[src/sv/qcs_pkg.sv]
// qcs_pkg: shared types and constants for the quadrature counter with speed unit.
// No dependencies; imported by every module of the block but qcs_fifo.
package qcs_pkg;

  typedef enum logic [1:0] {
    CMD_SAMPLE = 2'd0,
    CMD_TICK   = 2'd1,
    CMD_UPDATE = 2'd2,
    CMD_CLEAR  = 2'd3
  } cmd_t;

  typedef enum logic [1:0] {
    STEP_NONE = 2'd0,
    STEP_UP   = 2'd1,
    STEP_DOWN = 2'd2
  } step_t;

  typedef enum logic {
    REG_COUNTS_PER_REV  = 1'b0,
    REG_MIN_INTERVAL_MS = 1'b1
  } reg_index_t;

  // classified item handed from the front to the back
  typedef struct packed {
    cmd_t  op;
    step_t right_step;
    step_t left_step;
  } item_t;

  typedef struct packed {
    logic signed [31:0] right_count;
    logic signed [31:0] left_count;
    logic signed [31:0] right_speed;
    logic signed [31:0] left_speed;
    logic               speed_updated;
  } result_t;

  typedef enum logic [2:0] {
    BK_RUN,
    BK_RIGHT,
    BK_RWAIT,
    BK_LEFT,
    BK_LWAIT,
    BK_FINISH
  } back_state_t;

  typedef enum logic [1:0] {
    SP_IDLE,
    SP_MUL,
    SP_DIV,
    SP_FIN
  } spd_state_t;

  localparam int CFG_DATA_W       = 16;
  localparam int CPR_W            = 16;
  localparam int MIN_INTERVAL_W   = 10;
  localparam int ELAPSED_W        = 32;
  localparam int DEN_W            = CPR_W + ELAPSED_W;
  localparam int FRAC_SHIFT       = 16;
  localparam int SPEED_K_W        = 48;
  localparam int SPEED_K_CHUNK_W  = 16;
  localparam int SPEED_K_CHUNKS   = SPEED_K_W / SPEED_K_CHUNK_W;

  localparam logic [CPR_W-1:0]          CPR_RESET          = 16'd520;
  localparam logic [MIN_INTERVAL_W-1:0] MIN_INTERVAL_RESET = 10'd10;

  // 2*pi in Q32, scaled by 1000 for ms -> s
  localparam logic [SPEED_K_W-1:0] TWO_PI_Q32 = 48'h6_487E_D511;
  localparam logic [SPEED_K_W-1:0] SPEED_K    = TWO_PI_Q32 * 48'd1000;

endpackage

[src/sv/qcs_fifo.sv]
// qcs_fifo: small register-based first-in first-out queue.
// Standalone; used for the item queue and the result queue.
module qcs_fifo #(
  parameter int WIDTH = 8,
  parameter int DEPTH = 4
) (
  input  logic             clk,
  input  logic             rst,
  input  logic             push,
  input  logic [WIDTH-1:0] din,
  output logic             full,
  input  logic             pop,
  output logic [WIDTH-1:0] dout,
  output logic             empty
);

  localparam int AW = (DEPTH > 1) ? $clog2(DEPTH) : 1;
  localparam int NW = $clog2(DEPTH + 1);

  logic [WIDTH-1:0] mem [DEPTH];
  logic [AW-1:0]    rd_ptr;
  logic [AW-1:0]    wr_ptr;
  logic [NW-1:0]    count;
  logic             do_push;
  logic             do_pop;

  assign full    = (count == NW'(DEPTH));
  assign empty   = (count == '0);
  assign do_push = push && !full;
  assign do_pop  = pop && !empty;
  assign dout    = mem[rd_ptr];

  always_ff @(posedge clk) begin
    if (rst) begin
      rd_ptr <= '0;
      wr_ptr <= '0;
      count  <= '0;
    end else begin
      if (do_push) begin
        wr_ptr <= (wr_ptr == AW'(DEPTH - 1)) ? '0 : wr_ptr + 1'b1;
      end
      if (do_pop) begin
        rd_ptr <= (rd_ptr == AW'(DEPTH - 1)) ? '0 : rd_ptr + 1'b1;
      end
      if (do_push && !do_pop) begin
        count <= count + 1'b1;
      end else if (do_pop && !do_push) begin
        count <= count - 1'b1;
      end
    end
  end

  always_ff @(posedge clk) begin
    if (do_push) begin
      mem[wr_ptr] <= din;
    end
  end

endmodule

[src/sv/qcs_front.sv]
// qcs_front: accepts input transactions, detects A-line edges, queues classified items.
// Depends on qcs_pkg and qcs_fifo.
module qcs_front
  import qcs_pkg::*;
(
  input  logic       clk,
  input  logic       rst,
  input  logic       push,
  output logic       full,
  input  logic [1:0] cmd,
  input  logic       right_a,
  input  logic       right_b,
  input  logic       left_a,
  input  logic       left_b,
  input  logic       item_pop,
  output item_t      item,
  output logic       item_empty
);

  logic  right_a_last;
  logic  left_a_last;
  logic  accept;
  item_t item_in;
  logic [$bits(item_t)-1:0] item_raw;

  assign accept = push && !full;

  // A-last bits follow pin samples only, so edges are resolved here in order
  always_comb begin
    item_in.op         = cmd_t'(cmd);
    item_in.right_step = STEP_NONE;
    item_in.left_step  = STEP_NONE;
    if (cmd_t'(cmd) == CMD_SAMPLE) begin
      if (right_a != right_a_last) begin
        item_in.right_step = (right_a == right_b) ? STEP_UP : STEP_DOWN;
      end
      if (left_a != left_a_last) begin
        item_in.left_step = (left_a == left_b) ? STEP_UP : STEP_DOWN;
      end
    end
  end

  always_ff @(posedge clk) begin
    if (rst) begin
      right_a_last <= 1'b0;
      left_a_last  <= 1'b0;
    end else if (accept && cmd_t'(cmd) == CMD_SAMPLE) begin
      right_a_last <= right_a;
      left_a_last  <= left_a;
    end
  end

  qcs_fifo #(
    .WIDTH($bits(item_t)),
    .DEPTH(4)
  ) u_item_q (
    .clk  (clk),
    .rst  (rst),
    .push (push),
    .din  (item_in),
    .full (full),
    .pop  (item_pop),
    .dout (item_raw),
    .empty(item_empty)
  );

  assign item = item_t'(item_raw);

endmodule

[src/sv/qcs_speed.sv]
// qcs_speed: multi-cycle speed unit, |delta|*K by 16-bit chunks then restoring divide.
// Depends on qcs_pkg. One channel per start; result held until the next start.
module qcs_speed
  import qcs_pkg::*;
#(
  parameter int COUNT_WIDTH = 32
) (
  input  logic                   clk,
  input  logic                   rst,
  input  logic                   start,
  input  logic [COUNT_WIDTH-1:0] delta,
  input  logic [DEN_W-1:0]       den,
  output logic                   done,
  output logic signed [31:0]     speed
);

  localparam int PROD_W = COUNT_WIDTH + SPEED_K_W;
  localparam int NUM_W  = PROD_W - FRAC_SHIFT;
  localparam int CNT_W  = $clog2(NUM_W + 1);
  localparam int KI_W   = $clog2(SPEED_K_CHUNKS);

  localparam logic [32:0] Q_CLAMP   = 33'h1_0000_0000;
  localparam logic [32:0] POS_LIMIT = 33'h0_7FFF_FFFF;
  localparam logic [32:0] NEG_LIMIT = 33'h0_8000_0000;

  spd_state_t state, state_next;

  logic                   neg;
  logic [COUNT_WIDTH-1:0] mag;
  logic [DEN_W-1:0]       den_r;
  logic [PROD_W-1:0]      prod;
  logic [DEN_W-1:0]       rem;
  logic [32:0]            quo;
  logic [KI_W-1:0]        k_idx;
  logic [CNT_W-1:0]       bit_cnt;

  logic [COUNT_WIDTH+SPEED_K_CHUNK_W-1:0] part;
  logic [DEN_W:0]  rem_t;
  logic            ge;
  logic [33:0]     quo_t;
  logic [32:0]     qm;
  logic [32:0]     neg_q;
  logic            last_chunk;

  assign last_chunk = (k_idx == KI_W'(SPEED_K_CHUNKS - 1));
  assign part  = mag * SPEED_K[k_idx*SPEED_K_CHUNK_W +: SPEED_K_CHUNK_W];
  assign rem_t = {rem, prod[PROD_W-1]};
  assign ge    = (rem_t >= {1'b0, den_r});
  assign quo_t = {quo, ge};

  always_comb begin
    state_next = state;
    case (state)
      SP_IDLE: if (start) state_next = SP_MUL;
      SP_MUL:  if (last_chunk) state_next = SP_DIV;
      SP_DIV:  if (bit_cnt == CNT_W'(1)) state_next = SP_FIN;
      SP_FIN:  state_next = SP_IDLE;
      default: state_next = SP_IDLE;
    endcase
  end

  always_ff @(posedge clk) begin
    if (rst) begin
      state <= SP_IDLE;
    end else begin
      state <= state_next;
    end
  end

  always_ff @(posedge clk) begin
    case (state)
      SP_IDLE: begin
        if (start) begin
          neg     <= delta[COUNT_WIDTH-1];
          mag     <= delta[COUNT_WIDTH-1] ? -delta : delta;
          den_r   <= den;
          prod    <= '0;
          rem     <= '0;
          quo     <= '0;
          k_idx   <= '0;
          bit_cnt <= CNT_W'(NUM_W);
        end
      end
      SP_MUL: begin
        prod  <= prod + (PROD_W'(part) << (k_idx * SPEED_K_CHUNK_W));
        k_idx <= k_idx + 1'b1;
      end
      SP_DIV: begin
        // numerator is prod without its low FRAC_SHIFT bits, taken MSB first
        rem     <= ge ? DEN_W'(rem_t - {1'b0, den_r}) : rem_t[DEN_W-1:0];
        quo     <= (quo_t > {1'b0, Q_CLAMP}) ? Q_CLAMP : quo_t[32:0];
        prod    <= prod << 1;
        bit_cnt <= bit_cnt - 1'b1;
      end
      default: ;
    endcase
  end

  always_comb begin
    done  = (state == SP_FIN);
    qm    = (quo > NEG_LIMIT) ? NEG_LIMIT : quo;
    neg_q = ~qm + 33'd1;
    if (!neg) begin
      speed = (quo > POS_LIMIT) ? 32'sh7FFF_FFFF : signed'(quo[31:0]);
    end else begin
      speed = signed'(neg_q[31:0]);
    end
  end

endmodule

[src/sv/qcs_back.sv]
// qcs_back: executes queued items: positions, elapsed time, config, speed sequencing.
// Depends on qcs_pkg and qcs_speed.
module qcs_back
  import qcs_pkg::*;
#(
  parameter int COUNT_WIDTH = 32
) (
  input  logic                  clk,
  input  logic                  rst,
  input  logic                  cfg_we,
  input  logic                  cfg_addr,
  input  logic [CFG_DATA_W-1:0] cfg_wdata,
  input  item_t                 item,
  input  logic                  item_empty,
  output logic                  item_pop,
  output result_t               res_data,
  output logic                  res_push,
  input  logic                  res_full
);

  back_state_t state, state_next;

  logic [COUNT_WIDTH-1:0]    right_pos, right_pos_next;
  logic [COUNT_WIDTH-1:0]    left_pos, left_pos_next;
  logic [COUNT_WIDTH-1:0]    right_prior, right_prior_next;
  logic [COUNT_WIDTH-1:0]    left_prior, left_prior_next;
  logic [ELAPSED_W-1:0]      elapsed, elapsed_next;
  logic signed [31:0]        right_speed, right_speed_next;
  logic signed [31:0]        left_speed, left_speed_next;
  logic [DEN_W-1:0]          den, den_next;
  logic [CPR_W-1:0]          cpr;
  logic [MIN_INTERVAL_W-1:0] min_interval;

  logic [CPR_W-1:0]          cpr_eff;
  logic [MIN_INTERVAL_W-1:0] min_eff;
  logic [DEN_W-1:0]          den_prod;
  logic                      upd_ok;
  logic                      go;
  logic                      run_update;
  logic                      spd_start;
  logic                      spd_done;
  logic signed [31:0]        spd_speed;
  logic [COUNT_WIDTH-1:0]    spd_delta;

  assign cpr_eff    = (cpr == '0) ? CPR_W'(1) : cpr;
  assign min_eff    = (min_interval == '0) ? MIN_INTERVAL_W'(1) : min_interval;
  assign den_prod   = cpr_eff * elapsed;
  assign upd_ok     = (elapsed >= ELAPSED_W'(min_eff));
  assign go         = !item_empty && !res_full;
  assign run_update = go && item.op == CMD_UPDATE && upd_ok;
  assign spd_delta  = (state == BK_LEFT) ? left_pos - left_prior : right_pos - right_prior;

  // next state
  always_comb begin
    state_next = state;
    case (state)
      BK_RUN:    if (run_update) state_next = BK_RIGHT;
      BK_RIGHT:  state_next = BK_RWAIT;
      BK_RWAIT:  if (spd_done) state_next = BK_LEFT;
      BK_LEFT:   state_next = BK_LWAIT;
      BK_LWAIT:  if (spd_done) state_next = BK_FINISH;
      BK_FINISH: if (!res_full) state_next = BK_RUN;
      default:   state_next = BK_RUN;
    endcase
  end

  // handshake outputs
  always_comb begin
    item_pop  = 1'b0;
    res_push  = 1'b0;
    spd_start = 1'b0;
    case (state)
      BK_RUN: begin
        item_pop = go;
        res_push = go && !run_update;
      end
      BK_RIGHT, BK_LEFT: spd_start = 1'b1;
      BK_FINISH:         res_push  = !res_full;
      default: ;
    endcase
  end

  // datapath
  always_comb begin
    right_pos_next   = right_pos;
    left_pos_next    = left_pos;
    right_prior_next = right_prior;
    left_prior_next  = left_prior;
    elapsed_next     = elapsed;
    right_speed_next = right_speed;
    left_speed_next  = left_speed;
    den_next         = den;
    case (state)
      BK_RUN: begin
        if (go) begin
          case (item.op)
            CMD_SAMPLE: begin
              if (item.right_step == STEP_UP) begin
                right_pos_next = right_pos + 1'b1;
              end else if (item.right_step == STEP_DOWN) begin
                right_pos_next = right_pos - 1'b1;
              end
              if (item.left_step == STEP_UP) begin
                left_pos_next = left_pos + 1'b1;
              end else if (item.left_step == STEP_DOWN) begin
                left_pos_next = left_pos - 1'b1;
              end
            end
            CMD_TICK: begin
              if (elapsed != '1) begin
                elapsed_next = elapsed + 1'b1;
              end
            end
            CMD_UPDATE: begin
              if (upd_ok) begin
                den_next = den_prod;
              end
            end
            CMD_CLEAR: begin
              right_pos_next = '0;
              left_pos_next  = '0;
            end
            default: ;
          endcase
        end
      end
      BK_RWAIT: if (spd_done) right_speed_next = spd_speed;
      BK_LWAIT: if (spd_done) left_speed_next = spd_speed;
      BK_FINISH: begin
        if (!res_full) begin
          right_prior_next = right_pos;
          left_prior_next  = left_pos;
          elapsed_next     = '0;
        end
      end
      default: ;
    endcase

    // size cast sign-extends narrow counts and keeps the low bits of wide ones
    res_data.right_count   = 32'(signed'(right_pos_next));
    res_data.left_count    = 32'(signed'(left_pos_next));
    res_data.right_speed   = right_speed;
    res_data.left_speed    = left_speed;
    res_data.speed_updated = (state == BK_FINISH);
  end

  always_ff @(posedge clk) begin
    if (rst) begin
      state        <= BK_RUN;
      right_pos    <= '0;
      left_pos     <= '0;
      right_prior  <= '0;
      left_prior   <= '0;
      elapsed      <= '0;
      right_speed  <= '0;
      left_speed   <= '0;
      cpr          <= CPR_RESET;
      min_interval <= MIN_INTERVAL_RESET;
    end else begin
      state       <= state_next;
      right_pos   <= right_pos_next;
      left_pos    <= left_pos_next;
      right_prior <= right_prior_next;
      left_prior  <= left_prior_next;
      elapsed     <= elapsed_next;
      right_speed <= right_speed_next;
      left_speed  <= left_speed_next;
      if (cfg_we) begin
        case (reg_index_t'(cfg_addr))
          REG_COUNTS_PER_REV:  cpr          <= cfg_wdata;
          REG_MIN_INTERVAL_MS: min_interval <= cfg_wdata[MIN_INTERVAL_W-1:0];
          default: ;
        endcase
      end
    end
  end

  always_ff @(posedge clk) begin
    den <= den_next;
  end

  qcs_speed #(
    .COUNT_WIDTH(COUNT_WIDTH)
  ) u_speed (
    .clk  (clk),
    .rst  (rst),
    .start(spd_start),
    .delta(spd_delta),
    .den  (den),
    .done (spd_done),
    .speed(spd_speed)
  );

endmodule

[src/sv/quadrature_counter_with_speed_unit.sv]
// Top level of the two-channel quadrature counter with speed estimate.
// Depends on qcs_pkg, qcs_front, qcs_back and qcs_fifo.
//
// Items enter through a 4-deep queue (push/full) where pin samples are turned into
// up/down steps per channel; results leave through a 2-deep queue (empty/pop), one
// result per item. Pin samples, ms ticks, clears and updates that come too early
// are handled directly in the back end's run state, so a steady stream runs at one
// item per cycle while the result queue has room. An update that recomputes the
// speeds runs both channels in turn through one shared unit (three 16-bit
// partial-product steps, then one quotient bit per cycle over COUNT_WIDTH+32
// bits); items queue up behind it. Speeds are Q15.16 rad/s, rounded toward zero
// and saturated. Config writes (cfg_we) apply at the next edge.
module quadrature_counter_with_speed_unit
  import qcs_pkg::*;
#(
  parameter int COUNT_WIDTH = 32
) (
  input  logic                  clk,
  input  logic                  rst,
  input  logic                  push,
  output logic                  full,
  input  logic [1:0]            cmd,
  input  logic                  right_a,
  input  logic                  right_b,
  input  logic                  left_a,
  input  logic                  left_b,
  output logic                  empty,
  input  logic                  pop,
  output logic signed [31:0]    right_count,
  output logic signed [31:0]    left_count,
  output logic signed [31:0]    right_speed,
  output logic signed [31:0]    left_speed,
  output logic                  speed_updated,
  input  logic                  cfg_we,
  input  logic                  cfg_addr,
  input  logic [CFG_DATA_W-1:0] cfg_wdata
);

  item_t   item;
  logic    item_empty;
  logic    item_pop;
  result_t res_data;
  logic    res_push;
  logic    res_full;
  result_t res_out;
  logic [$bits(result_t)-1:0] res_raw;

  qcs_front u_front (
    .clk       (clk),
    .rst       (rst),
    .push      (push),
    .full      (full),
    .cmd       (cmd),
    .right_a   (right_a),
    .right_b   (right_b),
    .left_a    (left_a),
    .left_b    (left_b),
    .item_pop  (item_pop),
    .item      (item),
    .item_empty(item_empty)
  );

  qcs_back #(
    .COUNT_WIDTH(COUNT_WIDTH)
  ) u_back (
    .clk       (clk),
    .rst       (rst),
    .cfg_we    (cfg_we),
    .cfg_addr  (cfg_addr),
    .cfg_wdata (cfg_wdata),
    .item      (item),
    .item_empty(item_empty),
    .item_pop  (item_pop),
    .res_data  (res_data),
    .res_push  (res_push),
    .res_full  (res_full)
  );

  qcs_fifo #(
    .WIDTH($bits(result_t)),
    .DEPTH(2)
  ) u_res_q (
    .clk  (clk),
    .rst  (rst),
    .push (res_push),
    .din  (res_data),
    .full (res_full),
    .pop  (pop),
    .dout (res_raw),
    .empty(empty)
  );

  assign res_out       = result_t'(res_raw);
  assign right_count   = res_out.right_count;
  assign left_count    = res_out.left_count;
  assign right_speed   = res_out.right_speed;
  assign left_speed    = res_out.left_speed;
  assign speed_updated = res_out.speed_updated;

  // back end never writes a result into a full queue
  a_no_res_overflow: assert property (@(posedge clk) disable iff (rst)
    !(res_push && res_full))
    else $error("result pushed into full result queue");

  // back end never takes an item from an empty queue
  a_no_item_underflow: assert property (@(posedge clk) disable iff (rst)
    !(item_pop && item_empty))
    else $error("item popped from empty item queue");

  // every non-update item yields its result in the cycle it is taken
  a_item_result: assert property (@(posedge clk) disable iff (rst)
    (item_pop && item.op != CMD_UPDATE) |-> (res_push && !res_data.speed_updated))
    else $error("item taken without its transaction result");

  // a recomputed-speed result ends an update and is not paired with a new item
  a_update_finish: assert property (@(posedge clk) disable iff (rst)
    (res_push && res_data.speed_updated) |-> !item_pop)
    else $error("speed result overlaps an item pop");

endmodule
[config.mk]
export PLATFORM = sky130hd
export DESIGN_NAME = quadrature_counter_with_speed_unit
export DESIGN_NICKNAME = d
export VERILOG_FILES = /design/src/sv/qcs_pkg.sv /design/src/sv/qcs_fifo.sv /design/src/sv/qcs_front.sv /design/src/sv/qcs_speed.sv /design/src/sv/qcs_back.sv /design/src/sv/quadrature_counter_with_speed_unit.sv
export SDC_FILE = /design/constraint.sdc
export NUM_CORES = 2
export LEC_CHECK = 0
export ABC_AREA = 1
export BUFFER_PORTS_ARGS = -buffer_cell sky130_fd_sc_hd__buf_2
export CORE_UTILIZATION = 60
export DETAILED_ROUTE_END_ITERATION = 10
export PLACE_DENSITY_LB_ADDON = 0.3
export SETUP_SLACK_MARGIN = 0.02
export SLEW_MARGIN = 20
export SYNTH_ARGS = -nofsm -noshare
export SYNTH_HDL_FRONTEND = slang
export SYNTH_SLANG_ARGS = --single-unit
[constraint.sdc]
create_clock -name clk -period 10 [get_ports clk]
set_input_delay 1 -clock clk [delete_from_list [all_inputs] [get_ports clk]]
set_output_delay 1 -clock clk [all_outputs]
set_load 0.05 [all_outputs]
## Word level (Yosys, flattened, before mapping)

Memories as Yosys holds them, arrays and structs flattened. A register that Yosys moved wholly into a read port is not among the register bits.
Index checks and enable logic that the tools add are counted.

- Bits in registers: 567
- Bits in writable memories: 282
- Input bits: 28
- Logic and storage cells: 217
- Memories: 2

- $add $sub $neg: 21
- $mul: 2
- Magnitude comparators: 5
- Equal/unequal tests: 36
- Shifts and indexed selects: 2
- Muxes and demuxes: 67
- Bitwise gates (word level): 3
- Reduce and logical (&&, ||, !) cells: 50

Memories:

| memory | depth | width | read ports | clocked after memory_dff | wr ports | line | RTL |
|---|---|---|---|---|---|---|---|
| u_res_q.mem | 2 | 129 | 1 | 1 | 1 | qcs_fifo.sv:20 | `logic [WIDTH-1:0] mem [DEPTH];` |
| u_front.u_item_q.mem | 4 | 6 | 1 | 1 | 1 | qcs_fifo.sv:20 |  |

Operators by type and width:

| cell | number |
|---|---|
| 32-bit 2-to-1 mux | 16 |
| 80-bit one-hot mux with 3 select lines | 1 |
| 32-bit one-hot mux with 2 select lines | 3 |
| 32-bit by 1-bit adder with 32-bit output, second input constant | 4 |
| 48-bit 2-to-1 mux | 2 |
| 48-bit one-hot mux with 2 select lines | 1 |
| 80-bit adder | 1 |
| 80-bit 2-to-1 mux | 1 |
| 48-bit by 6-bit left shift with 80-bit output | 1 |
| 33-bit 2-to-1 mux | 2 |
| 33-bit one-hot mux with 2 select lines | 1 |
| 32-bit by 1-bit subtractor with 32-bit output, second input constant | 2 |
| 32-bit subtractor | 2 |
| 49-bit by 48-bit >= comparator with 1-bit output | 1 |
| 16-bit by 32-bit multiplier with 48-bit output | 1 |
| 32-bit by 16-bit multiplier with 48-bit output | 1 |
| 48-bit by 7-bit variable part select with 16-bit output, first input constant | 1 |
| 48-bit subtractor | 1 |
| 34-bit by 33-bit greater-than comparator with 1-bit output, second input constant | 1 |
| 33-bit by 31-bit greater-than comparator with 1-bit output, second input constant | 1 |
| 33-bit by 32-bit greater-than comparator with 1-bit output, second input constant | 1 |
| 32-bit by 10-bit >= comparator with 1-bit output | 1 |
| 32-bit inequality test, second input constant | 1 |
| 32-bit negation | 1 |
| other kinds (44) | 138 |

## Longest topological paths before layout

- Word-level depth: 13
- Gate-level depth with buffers: 52
- Depth with buffers taken out: 49

## Cells and area by module

A second synthesis with hierarchy kept.

- Cell total of the unflattened synthesis: 10945
- Area total of the unflattened synthesis: 84264.6 um2

By module, submodules not included:

| module | times used | cells each | area an instance (um2) | seq. area each (um2) |
|---|---|---|---|---|
| qcs_speed | 1 | 5175 | 37320.8 | 7577.3 |
| qcs_back | 1 | 5174 | 35770.6 | 6506.2 |
| qcs_fifo at u_res_q | 1 | 438 | 9594.2 | 7847.5 |
| qcs_fifo at u_front.u_item_q | 1 | 129 | 1411.4 | 900.9 |
| qcs_front | 1 | 29 | 167.7 | 40.0 |

## Worst setup path before layout

OpenSTA, ideal clock, no wires.

- Path type: reg-to-reg
- Start: reg u_back.u_speed.k_idx[0]
- End: reg u_back.u_speed.prod[70] (data pin)
- Arrival: 8.487 ns
- Slack: 1.259 ns
- Stages on the path, launching flop included: 46
- Clock period less this slack: 8.741 ns
- Path through: edfxtp_1 > clkbuf_1 > clkinv_1 > clkbuf_1 > clkbuf_1 > ha_1 > clkbuf_1 > buf_1 > nand2_1 > fa_1 > inv_1 > fa_1 > fa_1 > fa_1 > fa_1 > inv_1 > fa_1 > inv_1 > (+10 left out) > nand3_1 > xor2_1 > nand2_1 > nand2_1 > o21ai_0 > ha_1 > a21oi_1 > o21ai_0 > a21oi_1 > a21boi_0 > nor2_1 > nor2_1 > nand2_1 > nand2_1 > nand2_1 > or2_2 > nand3_1 > nand2_1

- Cells in the longest elaborated chain, start to end: 5

Ends and longest elaborated chain:

| element | line | RTL |
|---|---|---|
| start: declaration | qcs_speed.sv:34 | `logic [KI_W-1:0] k_idx;` |
| start signal: assignment | qcs_speed.sv:86 | `k_idx <= k_idx + 1'b1;` |
| 48-bit by 7-bit variable part select with 16-bit output | qcs_speed.sv:46 | `assign part = mag * SPEED_K[k_idx*SPEED_K_CHUNK_W +: SPEED_K_CHUNK_W];` |
| 32-bit by 16-bit multiplier with 48-bit output | qcs_speed.sv:46 |  |
| 48-bit by 6-bit left shift with 80-bit output * | qcs_speed.sv:85 | `prod <= prod + (PROD_W'(part) << (k_idx * SPEED_K_CHUNK_W));` |
| 80-bit adder * | qcs_speed.sv:85 |  |
| 80-bit one-hot mux with 3 select lines * | qcs_speed.sv:71 | `case (state)` |
| end signal: assignment | qcs_speed.sv:85 |  |
| end signal: assignment | qcs_speed.sv:92 | `prod <= prod << 1;` |
| end: declaration | qcs_speed.sv:31 | `logic [PROD_W-1:0] prod;` |

Mark *: on every way between the ends. The rest lies on a longest branch, timed or not.
A chain may end at the register's enable or synchronous reset.

## Worst setup path after layout

- Start: reg u_back.u_speed.k_idx[0]
- End: reg u_back.u_speed.prod[77] (data pin)

Same word-level chain as after synthesis.

==> flow_summary.ini <==
[run_status]
status = completed

[cells_and_area]
diodes = 0
final_cells = 12800
fin_area_um2 = 89900
syn2layout_area_growth_pct = 7.31
final_common_cell = nand2_1
most-common-layout-cells = nand2_1, inv_1, nor2_1
nNetsFinal = 12200
final_layout_size_suffix_gt1_frac = 0.0660

[worst_setup_path]
worstSetupStartpoint = u_back.u_speed.k_idx[0]$_SDFFCE_PN0P_
crit_path_max_fanout = 33
worst_path_max_delay_cell = fa_1
r2r_slack_ns = 0.18
worstReg2RegEnd = u_back.u_speed.prod[77]$_DFFE_PP_
critPathMaxStageDelay_ns = 0.60
r2r_start = u_back.u_speed.k_idx[0]$_SDFFCE_PN0P_
critical_path_class = reg -> reg
r2r_cells = 40
cp_common_cell = nand2_1
start_kind = flop
cp_data_arrival_time_ns = 10.28
crit_required_ns = 10.45
end_kind = flop

[global_route]
antenna_found_initial = 3
overflow = 0
grt_pass1_wl_um = 410000
grt_max_degree = 112
grt_usage = 0.375
grt_pass1_vias = 72400

[drt]
dr_total_vias = 74000
routed_via_density = 5.78
met1Wirelength_um = 112000
drtIter0Drc = 8566
wl_um = 266000
final_antenna_net_count = 0
wl_met2_um = 118000
post_drt_wl_per_cell_um = 20.8
remaining_drc_errors = 0
first_pass_iters = 8
wl_met3_um = 24900
routed.top_layer = met5

[synthesis]
syn_nets = 12100
synth_top_area_share = 0.208
ys_top_cells_by_area = edfxtp_1, fa_1, nand2_1, inv_1, ha_1
yosys.area_share.simple = 0.208
synth_seq_area_share = 0.273
synthCells = 10800
synth_top_family_by_area = adder cells
yosys.area_share.adder = 0.258
ys_warn_count = 0
avgSynthCellArea_um2 = 7.75
synth_edf_count = 581
ys_ff_latch = 852
synth_flop_cell = edfxtp_1
synth_cell_types = 74
synth_compound_area_frac = 0.108
synth_top_area_cell = edfxtp_1
synth.area.mux_share = 0.0175
synthArstFlopShare = 0
synthesis.area_um2 = 83700
synth-xor-area-share = 0.0206

[clock_tree]
clk_pin_slew_ns = 0.08
tritoncts = built
cts.htree.levels = 3
cts.sinks = 852
post-cts-setup-buffers = 0
hold_buffers = 0
cts_buffers = 90
clockRootBuffer = clkbuf_16
clk_latency_ns = 0.76
cts_buffer_depth = 3

[sta]
grt_setup_unrepaired = yes
setup_viol_count_final = 0
worstMarginPinSlew_ns = 1.24
hold_violations = 0
fin_crit_sh = 0.982
fmax_mhz = 102
hold-worst-slack_ns = 0.418
relSlewSlack = 0.163
skew_ns = 0.0717
period_needed_ns = 9.82
worst_slack_ns = 0.176
maxSlewViolCount = 0

[placed_design]
hpwlAfterDp_um = 212000
post-place-cells = 12600
place_ws_ns = -0.0914
gp_congestion = 1.04
io_buffer_count = 158
place_area_um2 = 86600

[floorplan]
io_pins = 159
start_util = 0.607
die_width_um = 376
coreArea_um2 = 138000
die_h_um = 376
die_area_um2 = 141000
fp-row-count = 136

[job]
cap_viol_max_count = 0

[min_path]
worstHoldStart = u_back.den[19]$_DFFE_PP_
hold_depth = 0
hp-class = reg -> reg
whs_endpoint = u_back.u_speed.den_r[19]$_DFFE_PP_
per-layer routing:
metal | vias up | global-route usage
li1 | 34300 | -
met1 | 35300 | 0.525
met2 | 3776 | 0.582
met3 | 619 | 0.0611
met4 | 2 | 0.147
met5 | - | 0
how the worst max path moves through the flow:
stage,depth (start not counted),end
6_report,40,u_back.u_speed.prod[77]$_DFFE_PP_
3_5_place_dp,39,u_back.u_speed.prod[61]$_DFFE_PP_
3_3_place_gp,35,u_back.u_speed.prod[67]$_DFFE_PP_
2_1_floorplan,45,u_back.u_speed.prod[70]$_DFFE_PP_
5_1_grt,37,u_back.u_speed.prod[76]$_DFFE_PP_
4_1_cts,39,u_back.u_speed.prod[61]$_DFFE_PP_
synth_stat cells, drive strengths merged (24+ instances only):
master and n:
or2 39, nor4 46, ha 546, buf 73
dfxtp 271, clkbuf 245, nand4 91, o211ai 29
a21o 35, nand3 441, edfxtp 581, o21a 72
nor3 168, fa 738, a31oi 46, a21boi 24
nand3b 28, o21ai 640, o21bai 72, a21oi 600
nor2 1021, mux2 129, xnor2 72, nand2 2357
inv 2206, xor2 125
worst max-delay path, delay by kind of cell (launching register included):
| family | cells | cell delay [ns] |
|---|---|---|
| fa+ha+maj | 8 | 3.51 |
| compound gates | 10 | 2.20 |
| simple gates | 12 | 1.87 |
| buf+inv | 9 | 1.18 |
| flops | 1 | 0.46 |
| xor+xnor | 1 | 0.22 |
flip-flops by register name (all words and copies together), names as in the netlist, 7 cells and up, named ones only:
signal	flops
u_back.left_speed	32
u_back.left_prior	32
u_back.min_interval	10
u_back.cpr	16
u_back.left_pos	32
u_back.right_prior	32
u_back.right_speed	32
u_back.elapsed	32
u_back.u_speed.rem	48
u_back.u_speed.den_r	48
u_back.den	48
u_res_q.mem	258
u_front.u_item_q.mem	24
u_back.right_pos	32
u_back.u_speed.quo	33
u_back.u_speed.mag	32
u_back.u_speed.prod	80
u_back.u_speed.bit_cnt	7
layout make-up:
class,instances,area [um^2]
clock inverter,60,788
clock buffer,109,2400
timing repair buffer,272,1690
sequential,852,22900
multi-input combinational,7425,51500
fill,11700,48100
tap,1863,2330
inverter,2213,8320
stage by stage:
step / setup TNS (ns) / util
6_report: 0 / 0.651
5_1_grt: 0 / 0.651
4_1_cts: 0 / 0.650
3_5_place_dp: -0.150 / 0.627
3_3_place_gp: -0.697 / 0.627
2_1_floorplan: 0 / -
kinds of logic (layout without fill, tap and decap cells):
family | after synthesis | count (layout)
AOI/OAI and AO/OA | 1610 | 1610
xor gates and xnor gates | 197 | 197
adders and majority gates | 1284 | 1284
buffers and inverters | 2531 | 2654
DFF | 852 | 852
muxes | 130 | 130
and+or+nand+nor | 4204 | 4204
repair_timing:
item / CTS / global route
pin swaps: 0 / 1
setup endpoints to repair: 4 / 31
gates resized for setup: 2 / 31
hold endpoints to repair: 0 / 0
Power is not shown: default switching activity piles up to over one toggle a cycle in this logic, so the estimate is an artifact.
